===== config.mk =====
export PLATFORM = sky130hd
export DESIGN_NAME = amf_controller
export DESIGN_NICKNAME = d
export VERILOG_FILES = /design/src/hdl/amf_pkg.sv /design/src/hdl/amf_controller.sv
export VERILOG_INCLUDE_DIRS = /design/src /design/src/hdl
export SDC_FILE = /design/constraint.sdc
export NUM_CORES = 1
export LEC_CHECK = 0
export BUFFER_PORTS_ARGS = -buffer_cell sky130_fd_sc_hd__buf_2
export CORE_AREA = 2 2 39 41
export CTS_CLUSTER_DIAMETER = 100
export DETAILED_ROUTE_END_ITERATION = 10
export DIE_AREA = 0 0 41 43
export GPL_TIMING_DRIVEN = 0
export PLACE_DENSITY_LB_ADDON = 0.3
export SKIP_LAST_GASP = 1
export SLEW_MARGIN = 30
export SYNTH_ARGS = -nofsm -noshare
export SYNTH_HDL_FRONTEND = slang
export SYNTH_SLANG_ARGS = --single-unit

===== constraint.sdc =====
create_clock -name clk_i -period 1.35 [get_ports clk_i]
set_input_delay 0.27 -clock clk_i [delete_from_list [all_inputs] [get_ports clk_i]]
set_output_delay 0.27 -clock clk_i [all_outputs]
set_load 0.01 [all_outputs]

===== src/hdl/array_mode_finder_assert.svh =====
// assertion helpers for the mode finder controller
`ifndef ARRAY_MODE_FINDER_ASSERT_SVH
`define ARRAY_MODE_FINDER_ASSERT_SVH

// consequent checked in the same cycle as the antecedent
`define AMF_ASSERT_NOW(lbl, ante, cons, msg) \
  lbl: assert property (@(posedge clk_i) disable iff (!rst_ni) (ante) |-> (cons)) \
    else $error(msg);

// consequent checked in the cycle after the antecedent
`define AMF_ASSERT_NEXT(lbl, ante, cons, msg) \
  lbl: assert property (@(posedge clk_i) disable iff (!rst_ni) (ante) |=> (cons)) \
    else $error(msg);

`endif


===== src/hdl/amf_pkg.sv =====
package amf_pkg;

  localparam int unsigned BUFFER_DEPTH = 256;
  localparam int unsigned ADDR_W       = (BUFFER_DEPTH > 1) ? $clog2(BUFFER_DEPTH) : 1;
  localparam int unsigned CNT_W        = $clog2(BUFFER_DEPTH + 1);
  localparam int unsigned VALUE_W      = 32;
  localparam int unsigned MODE_COUNT_W = 9;

  typedef struct packed {
    logic signed [VALUE_W-1:0] sample_value;
    logic                      is_last;
  } in_word_t;

  typedef struct packed {
    logic signed [VALUE_W-1:0]  mode_value;
    logic [MODE_COUNT_W-1:0]    mode_count;
    logic                       overflowed;
  } out_word_t;

  typedef enum logic [2:0] {
    S_IDLE,
    S_FETCH,
    S_LATCH,
    S_SCAN,
    S_TALLY,
    S_DONE
  } state_e;

  typedef struct packed {
    logic load;
    logic search_init;
    logic latch;
    logic scan;
    logic tally;
    logic clear;
  } dp_cmd_t;

  typedef struct packed {
    logic scan_last;
    logic cand_last;
  } dp_status_t;

endpackage


===== src/hdl/amf_controller.sv =====
module amf_controller import amf_pkg::*; (
  input  logic       clk_i,
  input  logic       rst_ni,
  input  logic       start_i,
  input  logic       is_last_i,
  input  dp_status_t status_i,
  output dp_cmd_t    cmd_o,
  output logic       busy_o,
  output logic       done_o
);

`include "array_mode_finder_assert.svh"

  state_e state_q, state_d;

  always_comb begin
    state_d = state_q;
    case (state_q)
      S_IDLE: begin
        if (start_i && is_last_i) begin
          state_d = S_FETCH;
        end
      end
      S_FETCH: state_d = S_LATCH;
      S_LATCH: state_d = S_SCAN;
      S_SCAN: begin
        if (status_i.scan_last) begin
          state_d = S_TALLY;
        end
      end
      S_TALLY: begin
        state_d = status_i.cand_last ? S_DONE : S_FETCH;
      end
      S_DONE: state_d = S_IDLE;
      default: state_d = S_IDLE;
    endcase
  end

  always_comb begin
    cmd_o  = '0;
    busy_o = 1'b1;
    done_o = 1'b0;
    case (state_q)
      S_IDLE: begin
        busy_o            = 1'b0;
        cmd_o.load        = start_i;
        cmd_o.search_init = start_i && is_last_i;
      end
      S_FETCH: begin
      end
      S_LATCH: cmd_o.latch = 1'b1;
      S_SCAN:  cmd_o.scan  = 1'b1;
      S_TALLY: cmd_o.tally = 1'b1;
      S_DONE: begin
        done_o      = 1'b1;
        cmd_o.clear = 1'b1;
      end
      default: begin
      end
    endcase
  end

  always_ff @(posedge clk_i or negedge rst_ni) begin
    if (!rst_ni) begin
      state_q <= S_IDLE;
    end else begin
      state_q <= state_d;
    end
  end

  `AMF_ASSERT_NEXT(a_done_single, done_o, !done_o, "result strobe longer than one cycle")
  `AMF_ASSERT_NOW(a_busy_fall, $fell(busy_o), $past(done_o), "busy dropped without a result")
  `AMF_ASSERT_NEXT(a_last_starts, start_i && !busy_o && is_last_i, busy_o,
                   "last word did not start the search")
  `AMF_ASSERT_NEXT(a_load_idle, start_i && !busy_o && !is_last_i, !busy_o,
                   "ordinary word left the block busy")

endmodule


## Yosys cells after proc, flatten, opt, wreduce, memory -nomap -nowiden

Index checks and enable logic that the tools add are counted.
W data, S select, Z words.

| storage, ports and cells | value |
|---|---|
| register bits after elaboration | 3 |
| input bits | 6 |
| output and inout bits | 8 |

| cells by class | value |
|---|---|
| equality and inequality tests | 7 |
| multiplexer cells | 10 |
| reduce and logical (&&, ||, !) cells | 3 |

Operators by type and width:

| operator | count |
|---|---|
| $pmux W3 S5 | 1 |
| $mux W3 | 3 |
| $eq A3 B2 Y1 const B | 2 |
| $eq A3 B3 Y1 const B | 2 |
| $mux W1 | 5 |
| $ne A2 B2 Y1 const B | 2 |
| $eq A3 B1 Y1 const B | 1 |
| $logic_not A3 Y1 | 1 |
| $mux W2 | 1 |
| $reduce_and A2 Y1 | 1 |
| $logic_and A1 B1 Y1 | 1 |

## Logic depth before layout (Yosys ltp)

Gate-level depths: netlist (run 1).

| depth | value |
|---|---|
| depth in word-level cells | 3 |
| gate-level depth with buffers | 3 |
| depth with buffers taken out | 2 |

## Worst setup path after synthesis (run 1)

OpenSTA, ideal clock, no wires.

| timing path | value |
|---|---|
| path kind | flip-flop to output port |
| start | register state_q[0] |
| end | output cmd_o[0] in the netlist's numbering |
| arrival | 0.851 ns |
| path slack | 0.229 ns |
| cell stages (with the launch flop) | 4 |
| buffers on the path | 1 |
| cells stage by stage | dfrtp_1 -> nand2_1 -> nor2_1 -> buf_4 |

| on the way | value |
|---|---|
| cells in the longest elaborated chain, start to end | 2 |

RTL lines:

| item | line | RTL |
|---|---|---|
| start, declared | amf_controller.sv:14 | `state_e state_q, state_d;` |
| start signal, assigned | amf_controller.sv:67 | `state_q <= state_d;` |
| $eq A3 B3 Y1 | - |  |
| $mux W1 | - |  |
| end, declared | amf_controller.sv:7 | `output dp_cmd_t cmd_o,` |

Every way passes these cells.

==> key figures, run 1 <==
Setup path
  • Crit path max-delay family: flip-flops
  • Critical path buffers and inverters: 1
  • CP max stage delay: ~0.45 ns
  • Worst R2R Start: state_q[0]
  • Critical path depth: 3
  • Crit-path cells: nor3_4 -> and3_1 -> buf_2
  • CP max-delay cell: dfrtp_2
  • R2R Setup Slk: 0.35 ns
  • R2R depth: 2
  • RR Endpoint: state_q[1]
  • Crit path max fanout: 7
  • CP Class: reg2out
  • Setup crit start kind: flop
  • Worst endpoint required time: about 1.1 ns
  • Critical Path AT: about 1.2 ns
  • CP Capture Type: output port

Synth
  • Synth Instances: 21
  • Post-synth EDFFs: 0
  • Post-synth top area share: 39.0%
  • Post-synthesis sequential area ratio: between 30% and 40%
  • Dominant cells by area after synthesis: dfrtp_1 39%, and2_1 9.7%, a32o_2 5.8%
  • Flops & latches, synth: 3
  • Synth warnings: 0
  • Synth async-reset ratio: 100%
  • Syn avg cell area: a little over 9 sq um
  • Syn_nets: 27
  • Leading area contributor after synthesis: dfrtp_1
  • Netlist cell types: 16
  • Ys flop type: dfrtp_1
  • Commonest cells post-synth: 3 x and2_1, 3 x dfrtp_1, 2 x nor2_1
  • Mapped cell area: 193 sq um

Cells and area
  • Layout cells sized above 1: around two thirds
  • FF/Latch Area: ~79 sq um
  • P&R area growth vs syn: 83.8%
  • Final core occ: 25.6%
  • Ant. Diodes: 0
  • Fin nets: 49
  • Largest registers: state_q: 3 flops
  • Multi-input gate area: between 100 and 150 sq um
  • Commonest non-fill, non-tap cell in the layout: buf_2
  • Filler cell count: 150
  • Top reg by flops: state_q
  • Most frequent cells in the layout: 13 x buf_2, 4 x buf_4, 3 x and2_1, 3 x clkbuf_4, 3 x dfrtp_2
  • Max FFs per register: 3

Floorplan
  • Die Span Y: roughly 43 um
  • Die width: between 40 and 50 um
  • Initial Util: between 10% and 20%
  • Full die area: roughly 0.0018 sq mm
  • # IOs: 14
  • Core Footprint: 0.00138 sq mm
  • Row cnt: 14

Pwr
  • VDD IR max: between 0.0008 and 0.0009 V
  • PD cells: between 2000 and 2500 mW/mm^2
  • Leakage: ~0.00018 uW
  • Total power: just under 800 uW

GRT
  • Largest net degree at the start of global routing: 9
  • Initial antenna violation count: 0
  • Vias in the first global route: roughly 200
  • Total gr overflow: 0
  • All-Layer GR Usage: around 7.2%
  • First-pass GRT wire length: 793 um

Placement
  • DP HPWL: around 350 um
  • Gpl congestion: roughly 0.64
  • Place WS: about 0.10 ns
  • Buffers on Ports: 13

Clock tree
  • H-Tree Depth: 1
  • CTS tree: built
  • Clk_lat worst skew: roughly 0.23 ns
  • Sink Count: 3
  • Worst-path clk slew: around 0.04 ns
  • Total CTS buffers: 3
  • CTS root buf: clkbuf_4
  • Bufs on Longest Clock Path: 2

Routing
  • Routed vias/inst: between 3 and 4
  • Final wirelength: approximately 540 um
  • DR DRC count: 0
  • Vias: 227
  • Pre-antenna DRT Iters: 4
  • Routed Antenna Nets: 0
  • Routed WL per cell: 9.31 um
  • Iter 0 DRT Violations: 5

Timing
  • Worst Slack Setup Final: -0.0824 ns
  • RSZ-0062 raised after global routing: yes
  • Hold Violations, Final: 0
  • Fin. max-slew vios: 0
  • F_max: approximately 0.7 GHz
  • Final worst-path cycle share: 106%
  • Tmin final: approximately 1.4 ns
  • Fin Clk Skew: ~0.0022 ns
  • Relative slew slack: a little over four fifths
  • # setup viols final: 6
  • Worst-Margin Slew: roughly 0.25 ns

Hold path
  • Min-Delay Path Class: in2reg
  • Hold path endpoint: state_q[2]
  • Hold Crit Depth: 2
  • Hold Startpoint: status_i[0]

Job
  • Max cap viols: 0

Status
  • Run status: complete, but fails checks
  • Failing checks: setup timing
[cell type report]
| cell class | count | area share, % |
|---|---|---|
| Tap cell | 16 | 5.65 |
| Sequential cell | 3 | 22.3 |
| Multi-Input combinational cell | 16 | 33.9 |
| Inverter | 1 | 1.06 |
| Clock buffer | 4 | 7.42 |
| Timing Repair Buffer | 17 | 27.6 |
| Buffer | 1 | 2.12 |
[metrics by stage]
stage / setup TNS, ns / instance area (sq um) / cells / hold WS, ns
final: -0.259 / 354 / 58 / 0.310
after global routing: -0.848 / 354 / 58 / 0.317
after global placement: 0 / 278 / 50 / 0.0692
after floorplan: 0 / 193 / 21 / -0.0256
after CTS: -0.346 / 327 / 55 / 0.301
after detailed placement: 0 / 278 / 50 / 0.0672
[worst register-to-register path: cells and delay by family (launching register included)]
family,cells,cell delay [ns]
AND/OR/NAND/NOR,1,0.17
AO/OA/AOI/OAI,1,0.27
flip-flops,1,0.45
[power breakdown]
group | switching [uW] | internal (uW) | total, uW | leakage, uW
logic | 174 | 211 | 386 | 0.000132
clock network | 47.3 | 111 | 158 | 0.0000150
registers | 94.1 | 141 | 235 | 0.0000331
total | 316 | 463 | 779 | 0.000180
[layer usage]
layer  routed length (um)  up-vias  global-route usage [%]
met2                  196       18                    8.44
met4                   14        0                    10.0
met3                   77        2                    1.57
met1                  251       93                    8.68
met5                    0        -                       0
li1                     -      114                       -
[how the worst max path moves through the flow]
| stage | to | from |
|---|---|---|
| after global placement | cmd_o[4] | state_q[1] |
| after CTS | cmd_o[4] | state_q[2] |
| after detailed placement | cmd_o[4] | state_q[1] |
| after floorplan | cmd_o[0] | state_q[0] |
| final | cmd_o[4] | state_q[1] |
| after global routing | cmd_o[4] | state_q[1] |
[logic make-up (layout without fill, tap and decap cells)]
group | after synthesis | in the layout | synth area share [%]
AND/OR/NAND/NOR | 12 | 12 | 38.3
AO/OA/AOI/OAI | 4 | 4 | 16.9
flip-flops | 3 | 3 | 39.0
buffers and inverters | 2 | 23 | 5.84
[timing repair]
action | CTS | global route
endpoints found under the hold margin | 3 | 0
gates resized for setup | 5 | 1
gates cloned | 0 | 0
setup buffers | 0 | 3
pin swaps | 4 | 1
hold buffers | 1 | 0
endpoints found under the setup margin | 7 | 8
(Power assumes the default switching activity.)
==> run 2, diff against run 1 <==
- ABC_AREA: not set -> 1
==> key figures, run 2 <==
Timing
  • F_max: 0.741 GHz (+6.1%)
  • Hold Violations, Final: 0 (unchanged)
  • Relative slew slack: 90.8% (+7.2 points)
  • Fin Clk Skew: 0.00105 ns (-0.00119 ns)
  • Tmin final: 1.35 ns (-0.0824 ns)
  • Worst-Margin Slew: 0.138 ns (-0.108 ns)
  • Worst Slack Setup Final: -0.00000455 ns (+0.0824 ns)
  • RSZ-0062 raised after global routing: yes
  • # setup viols final: 1 (-5)
  • Fin. max-slew vios: 0 (unchanged)
  • Final worst-path cycle share: 100% (-6.1 points)

Setup path
  • R2R depth: 7 (+5)
  • CP Class: reg2out
  • RR Endpoint: state_q[2]
  • Crit path max fanout: 3 (-4)
  • Worst endpoint required time: 1.08 ns (about the same)
  • CP Capture Type: output port
  • Critical Path AT: 1.08 ns (-0.08 ns)
  • Worst R2R Start: state_q[0]
  • CP max-delay cell: dfrtp_2
  • CP max stage delay: 0.41 ns (-0.04 ns)
  • R2R Setup Slk: 0.22 ns (-0.13 ns)
  • Crit-path cells: buf_4 -> nor3_1 -> buf_2
  • Setup crit start kind: flop

Synth
  • Post-synth top area share: 34.3% (-4.7 points)
  • Ys flop type: dfrtp_1
  • Dominant cells by area after synthesis: dfrtp_1 34%, inv_1 12%, nand2_1 12%
  • Commonest cells post-synth: 7 x inv_1, 7 x nand2_1, 5 x nor2_1
  • Synth async-reset ratio: 100% (unchanged)
  • Post-synthesis sequential area ratio: 34.3% (-4.7 points)
  • Synth warnings: 0 (unchanged)
  • Synth Instances: 34 (+62%)
  • Mapped cell area: 219 sq um (+14%)
  • Syn_nets: 40 (+48%)
  • Leading area contributor after synthesis: dfrtp_1
  • Syn avg cell area: 6.44 sq um (-30%)
  • Flops & latches, synth: 3 (unchanged)
  • Post-synth EDFFs: 0 (unchanged)
  • Netlist cell types: 11 (-5)

Cells and area
  • Largest registers: state_q: 3 flops
  • Ant. Diodes: 0 (unchanged)
  • Top reg by flops: state_q
  • Layout cells sized above 1: 60.3% (-6.3 points)
  • Most frequent cells in the layout: 12 x buf_2, 7 x inv_1, 7 x buf_4, 6 x nand2_1, 4 x nor2_1
  • Max FFs per register: 3 (unchanged)
  • P&R area growth vs syn: 87.4%
  • Fin nets: 65 (+33%)
  • Final core occ: 29.7% (+4.1 points)
  • Commonest non-fill, non-tap cell in the layout: buf_2

Floorplan
  • Row cnt: 14 (unchanged)
  • Initial Util: 15.8% (+1.9 points)
  • Die Span Y: 43 um (unchanged)
  • Full die area: 0.00176 sq mm (unchanged)
  • Core Footprint: 0.00138 sq mm (unchanged)
  • # IOs: 14 (unchanged)
  • Die width: 41 um (unchanged)

Placement
  • DP HPWL: 399 um (+14%)
  • Buffers on Ports: 13 (unchanged)
  • Gpl congestion: 0.701 (+9.0%)

Routing
  • Pre-antenna DRT Iters: 4 (unchanged)
  • DR DRC count: 0 (unchanged)
  • Iter 0 DRT Violations: 3 (-2)
  • Routed WL per cell: 7.59 um (-18%)
  • Vias: 278 (+22%)
  • Routed vias/inst: 3.76 (-4.0%)
  • Routed Antenna Nets: 0 (unchanged)
  • Final wirelength: 562 um (+4.1%)

Clock tree
  • Total CTS buffers: 3 (unchanged)
  • Clk_lat worst skew: 0.24 ns (about the same)
  • CTS root buf: clkbuf_4
  • Worst-path clk slew: 0.04 ns (about the same)
  • Bufs on Longest Clock Path: 2 (unchanged)
  • H-Tree Depth: 1 (unchanged)
  • Sink Count: 3 (unchanged)
  • CTS tree: built

Hold path
  • Min-Delay Path Class: in2reg
  • Hold Crit Depth: 4 (+2)
  • Hold path endpoint: state_q[0]
  • Hold Startpoint: status_i[1]

GRT
  • First-pass GRT wire length: 952 um (+20%)
  • Vias in the first global route: 239 (+18%)
  • Initial antenna violation count: 0 (unchanged)
  • Largest net degree at the start of global routing: 6 (-3)
  • Total gr overflow: 0 (unchanged)
  • All-Layer GR Usage: 8.77% (+1.5 points)

Status
  • Failing checks: setup timing
  • Run status: complete, but fails checks

Pwr
  • Total power: 924 uW (+19%)
  • PD cells: 2250 mW/mm^2 (+2.4%)
  • VDD IR max: 0.000780 V (-13%)
  • Leakage: 0.000239 uW (+33%)

Job
  • Max cap viols: 0 (unchanged)
## run 2: cell count changes after synthesis, sizes merged, moves of 3 or more
cell	delta
nand3	+3
nor2	+3
nand2	+8
inv	+8
and2	-4
## run 2: final cells by class
type                            instances  area, sq um
Inverter                                9         33.8
Multi-Input combinational cell         21          118
Timing Repair Buffer                   21          134
Sequential cell                         3         78.8
Clock buffer                            4         26.3
Tap cell                               16         20.0
Fill cell                             159          973
## run 2: layer usage
metal  global-route usage (%)  share of wire, %  vias up
li1                         -                 -      147
met1                     9.77                40      120
met2                     10.3                47        9
met3                     7.85                11        2
met4                     6.00               1.4        0
met5                        0                 0        -
## run 2: power by group
part / switching (uW) / internal [uW]
Sequential: 56.2 / 140
Clock: 52.4 / 111
Combinational: 277 / 288
Total: 385 / 539
## run 2: through the flow
stage                   TNS, ns  hold slack, ns  instances  setup slack [ns]  cell area [sq um]
CTS                     -0.0827           0.306         72           -0.0427                394
detailed placement            0          0.0690         63            0.0827                304
floorplan                     0         -0.0256         34            0.0670                219
global placement              0          0.0686         63            0.0876                304
global route             -0.304           0.313         74           -0.0880                410
finish              -0.00000455           0.308         74       -0.00000455                410
## run 2: worst max-delay path by stage
stage               start        to  slack, ns  cells past startpoint
2_1_floorplan  state_q[2]  cmd_o[0]       0.07                      3
3_3_place_gp   state_q[2]  cmd_o[0]       0.09                      4
3_5_place_dp   state_q[2]  cmd_o[0]       0.08                      4
4_1_cts        state_q[0]  cmd_o[2]      -0.04                      4
5_1_grt        state_q[0]  cmd_o[4]      -0.09                      4
6_report       state_q[2]  cmd_o[3]  -0.000005                      3
## run 2: repair_timing
item,CTS,global route
setup endpoints to repair,6,7
buffers inserted,5,2
pin swaps,2,1
hold endpoints to repair,3,0
cloned,0,0
gates resized for setup,7,1
hold buffers,1,0
## run 2: critical path, delay by kind of cell, from the launching register on
family | cells | cell delay, ns
buffers and inverters | 2 | 0.29
flip-flops | 1 | 0.41
AND/OR/NAND/NOR | 1 | 0.15
## run 2: cell families after synthesis
| family | count (synthesis) | share of synthesized area, % |
|---|---|---|
| AOI/OAI and AO/OA | 1 | 4.00 |
| and+or+nand+nor | 20 | 42.9 |
| DFF | 3 | 34.3 |
| buffers and inverters | 10 | 18.9 |
==> run 3, diff against run 2 <==
- SETUP_SLACK_MARGIN: not set -> 0.2
==> key figures, run 3 (synthesized netlist as in run 2, its figures left out) <==
Cells and area
  • Max FFs per register: 3 (unchanged)
  • Commonest non-fill, non-tap cell in the layout: buf_2
  • Ant. Diodes: 0 (unchanged)
  • Largest registers: state_q: 3 flops
  • Post-layout instance area: 439 sq um (+7.0%)
  • Most frequent cells in the layout: 10 x buf_2, 6 x inv_1, 6 x nand2_1, 5 x buf_6, 4 x buf_4
  • Layout cells sized above 1: 66.7% (+6.3 points)
  • Top reg by flops: state_q
  • Fin nets: 64 (-1.5%)
  • Filler cell count: 160 (+0.63%)
  • Final core occ: 31.7% (+2.1 points)
  • P&R area growth vs syn: 101%

Clock tree
  • H-Tree Depth: 1 (unchanged)
  • CTS tree: built
  • CTS root buf: clkbuf_4
  • Total CTS buffers: 3 (unchanged)
  • Bufs on Longest Clock Path: 2 (unchanged)
  • Sink Count: 3 (unchanged)
  • Worst-path clk slew: 0.04 ns (about the same)
  • Clk_lat worst skew: 0.23 ns (about the same)

Timing
  • Final worst-path cycle share: 102% (+1.7 points)
  • # setup viols final: 3 (+2)
  • Relative slew slack: 89.5% (-1.3 points)
  • Hold Violations, Final: 0 (unchanged)
  • Worst Slack Setup Final: -0.0236 ns (-0.0236 ns)
  • Fin Clk Skew: 0.000623 ns (-0.000427 ns)
  • Tmin final: 1.37 ns (+0.0236 ns)
  • F_max: 0.728 GHz (-1.7%)
  • Fin. max-slew vios: 0 (unchanged)
  • RSZ-0062 raised after global routing: yes
  • Worst-Margin Slew: 0.158 ns (+0.0200 ns)

Status
  • Failing checks: setup timing
  • Run status: complete, but fails checks

GRT
  • All-Layer GR Usage: 7.94% (-0.83 points)
  • Vias in the first global route: 254 (+6.3%)
  • Initial antenna violation count: 0 (unchanged)
  • Largest net degree at the start of global routing: 6 (unchanged)
  • Total gr overflow: 0 (unchanged)
  • First-pass GRT wire length: 945 um (-0.74%)

Routing
  • Vias: 271 (-2.5%)
  • Routed vias/inst: 3.71 (-1.2%)
  • Final wirelength: 560 um (-0.36%)
  • Routed Antenna Nets: 0 (unchanged)
  • Met1 WL: 232 um (+2.2%)
  • Iter 0 DRT Violations: 3 (unchanged)
  • DR DRC count: 0 (unchanged)
  • DR top layer: met3
  • Routed WL per cell: 7.67 um (+1.0%)
  • WL met2: 295 um (+12%)
  • Pre-antenna DRT Iters: 3 (-1)
  • Wire length on met3: 33 um (-47%)

Pwr
  • Gate power share: 60.3% (-0.7 points)
  • Total power: 960 uW (+3.9%)
  • Sequential Power Share: 23.0% (+1.7 points)
  • Int Power: 546 uW (+1.2%)
  • PD cells: 2190 mW/mm^2 (-2.9%)
  • Sw power: 415 uW (+7.6%)
  • Clk pwr share: 16.6% (-1.1 points)
  • Sw Share: 43.2% (+1.5 points)
  • Leakage: 0.000244 uW (+1.9%)
  • VDD IR max: 0.000649 V (-17%)

Job
  • Max cap viols: 0 (unchanged)

Hold path
  • Min-Delay Path Class: in2reg

Setup path
  • Setup crit start kind: flop
  • Critical Path AT: 1.10 ns (+0.02 ns)
  • CP max stage delay: 0.44 ns (+0.03 ns)
  • CP max-delay cell: dfrtp_2
  • Worst endpoint required time: 1.08 ns (about the same)
  • CP Capture Type: output port
  • CP Class: reg2out
  • Crit path max fanout: 4 (+1)
  • Crit-path cells: nor2_4 -> nand2_2 -> nor2_2 -> buf_2

Floorplan
  • Die Span Y: 43 um (unchanged)
  • Row cnt: 14 (unchanged)
  • Core Footprint: 0.00138 sq mm (unchanged)
  • # IOs: 14 (unchanged)
  • Die width: 41 um (unchanged)
  • Initial Util: 15.8% (unchanged)
  • Full die area: 0.00176 sq mm (unchanged)

Placement
  • Gpl congestion: 0.667 (-4.9%)
  • Buffers on Ports: 13 (unchanged)
  • Placement Cell Area: 319 sq um (+4.9%)
-- run 3: cell count changes in the layout (fill, tap and decap cells not counted) --
cell    previous run  this run
buf_6              1         5
buf_4              7         4
buf_2             12        10
nor2_1             4         2
nor2_2             0         2
inv_1              7         6
inv_2              2         3
nor3_1             1         0
nor3_4             0         1
-- run 3: final cells by class --
| class | count | area, sq um | share of cell area (%) |
|---|---|---|---|
| plain buffers | 1 | 7.51 | 1.71 |
| inverters | 9 | 33.8 | 7.69 |
| multi-input cells | 21 | 134 | 30.5 |
| clock buffers | 4 | 26.3 | 5.98 |
| well taps | 16 | 20.0 | 4.56 |
| flip-flops and latches | 3 | 78.8 | 17.9 |
| repair buffers | 19 | 139 | 31.6 |
-- run 3: power groups by stage --
stage	Sequential [uW]	Combinational [uW]	Clock [uW]
floorplan	187	291	0
global placement	198	400	0
detailed placement	198	400	0
CTS	213	561	169
global route	228	641	179
finish	221	579	160
-- run 3: final timing paths --
| check | startpoint | to | slack (ns) | depth (start not counted) |
|---|---|---|---|---|
| max in group asynchronous | rst_ni | state_q[2] | 0.87 | 2 |
| min in group asynchronous | rst_ni | state_q[1] | 0.36 | 2 |
| setup reg to reg | state_q[0] | state_q[2] | 0.23 | 7 |
| hold reg to reg | state_q[2] | state_q[0] | 0.64 | 3 |
| hold / removal | status_i[1] | state_q[0] | 0.31 | 4 |
| setup / recovery | state_q[0] | cmd_o[4] | -0.02 | 4 |
-- run 3: repair_timing --
item	in CTS	in global routing
buffers inserted	4	1
endpoints found under the hold margin	3	0
hold buffers	1	0
cloned	0	0
pin swaps	3	4
endpoints found under the setup margin	8	10
gates resized for setup	9	3
-- run 3: through the flow --
stage / TNS (ns) / cells / hold slack (ns) / worst slack (ns)
global route: -0.356 / 73 / 0.328 / -0.0902
floorplan: 0 / 34 / -0.0256 / 0.194
finish: -0.0547 / 73 / 0.310 / -0.0236
detailed placement: 0 / 63 / 0.0695 / 0.145
global placement: 0 / 63 / 0.0679 / 0.149
CTS: -0.0883 / 72 / 0.306 / -0.0344
-- run 3: layer usage --
layer  global-route usage [%]  vias to the layer above
met2                     11.9                        5
met1                     9.35                      120
met3                     6.28                        0
li1                         -                      146
met4                        0                        0
met5                        0                        -
-- run 3: critical path, delay by kind of cell, from the launching register on --
kind,cells,cell delay [ns]
buf+inv,1,0.13
flops,1,0.44
simple gates,3,0.31
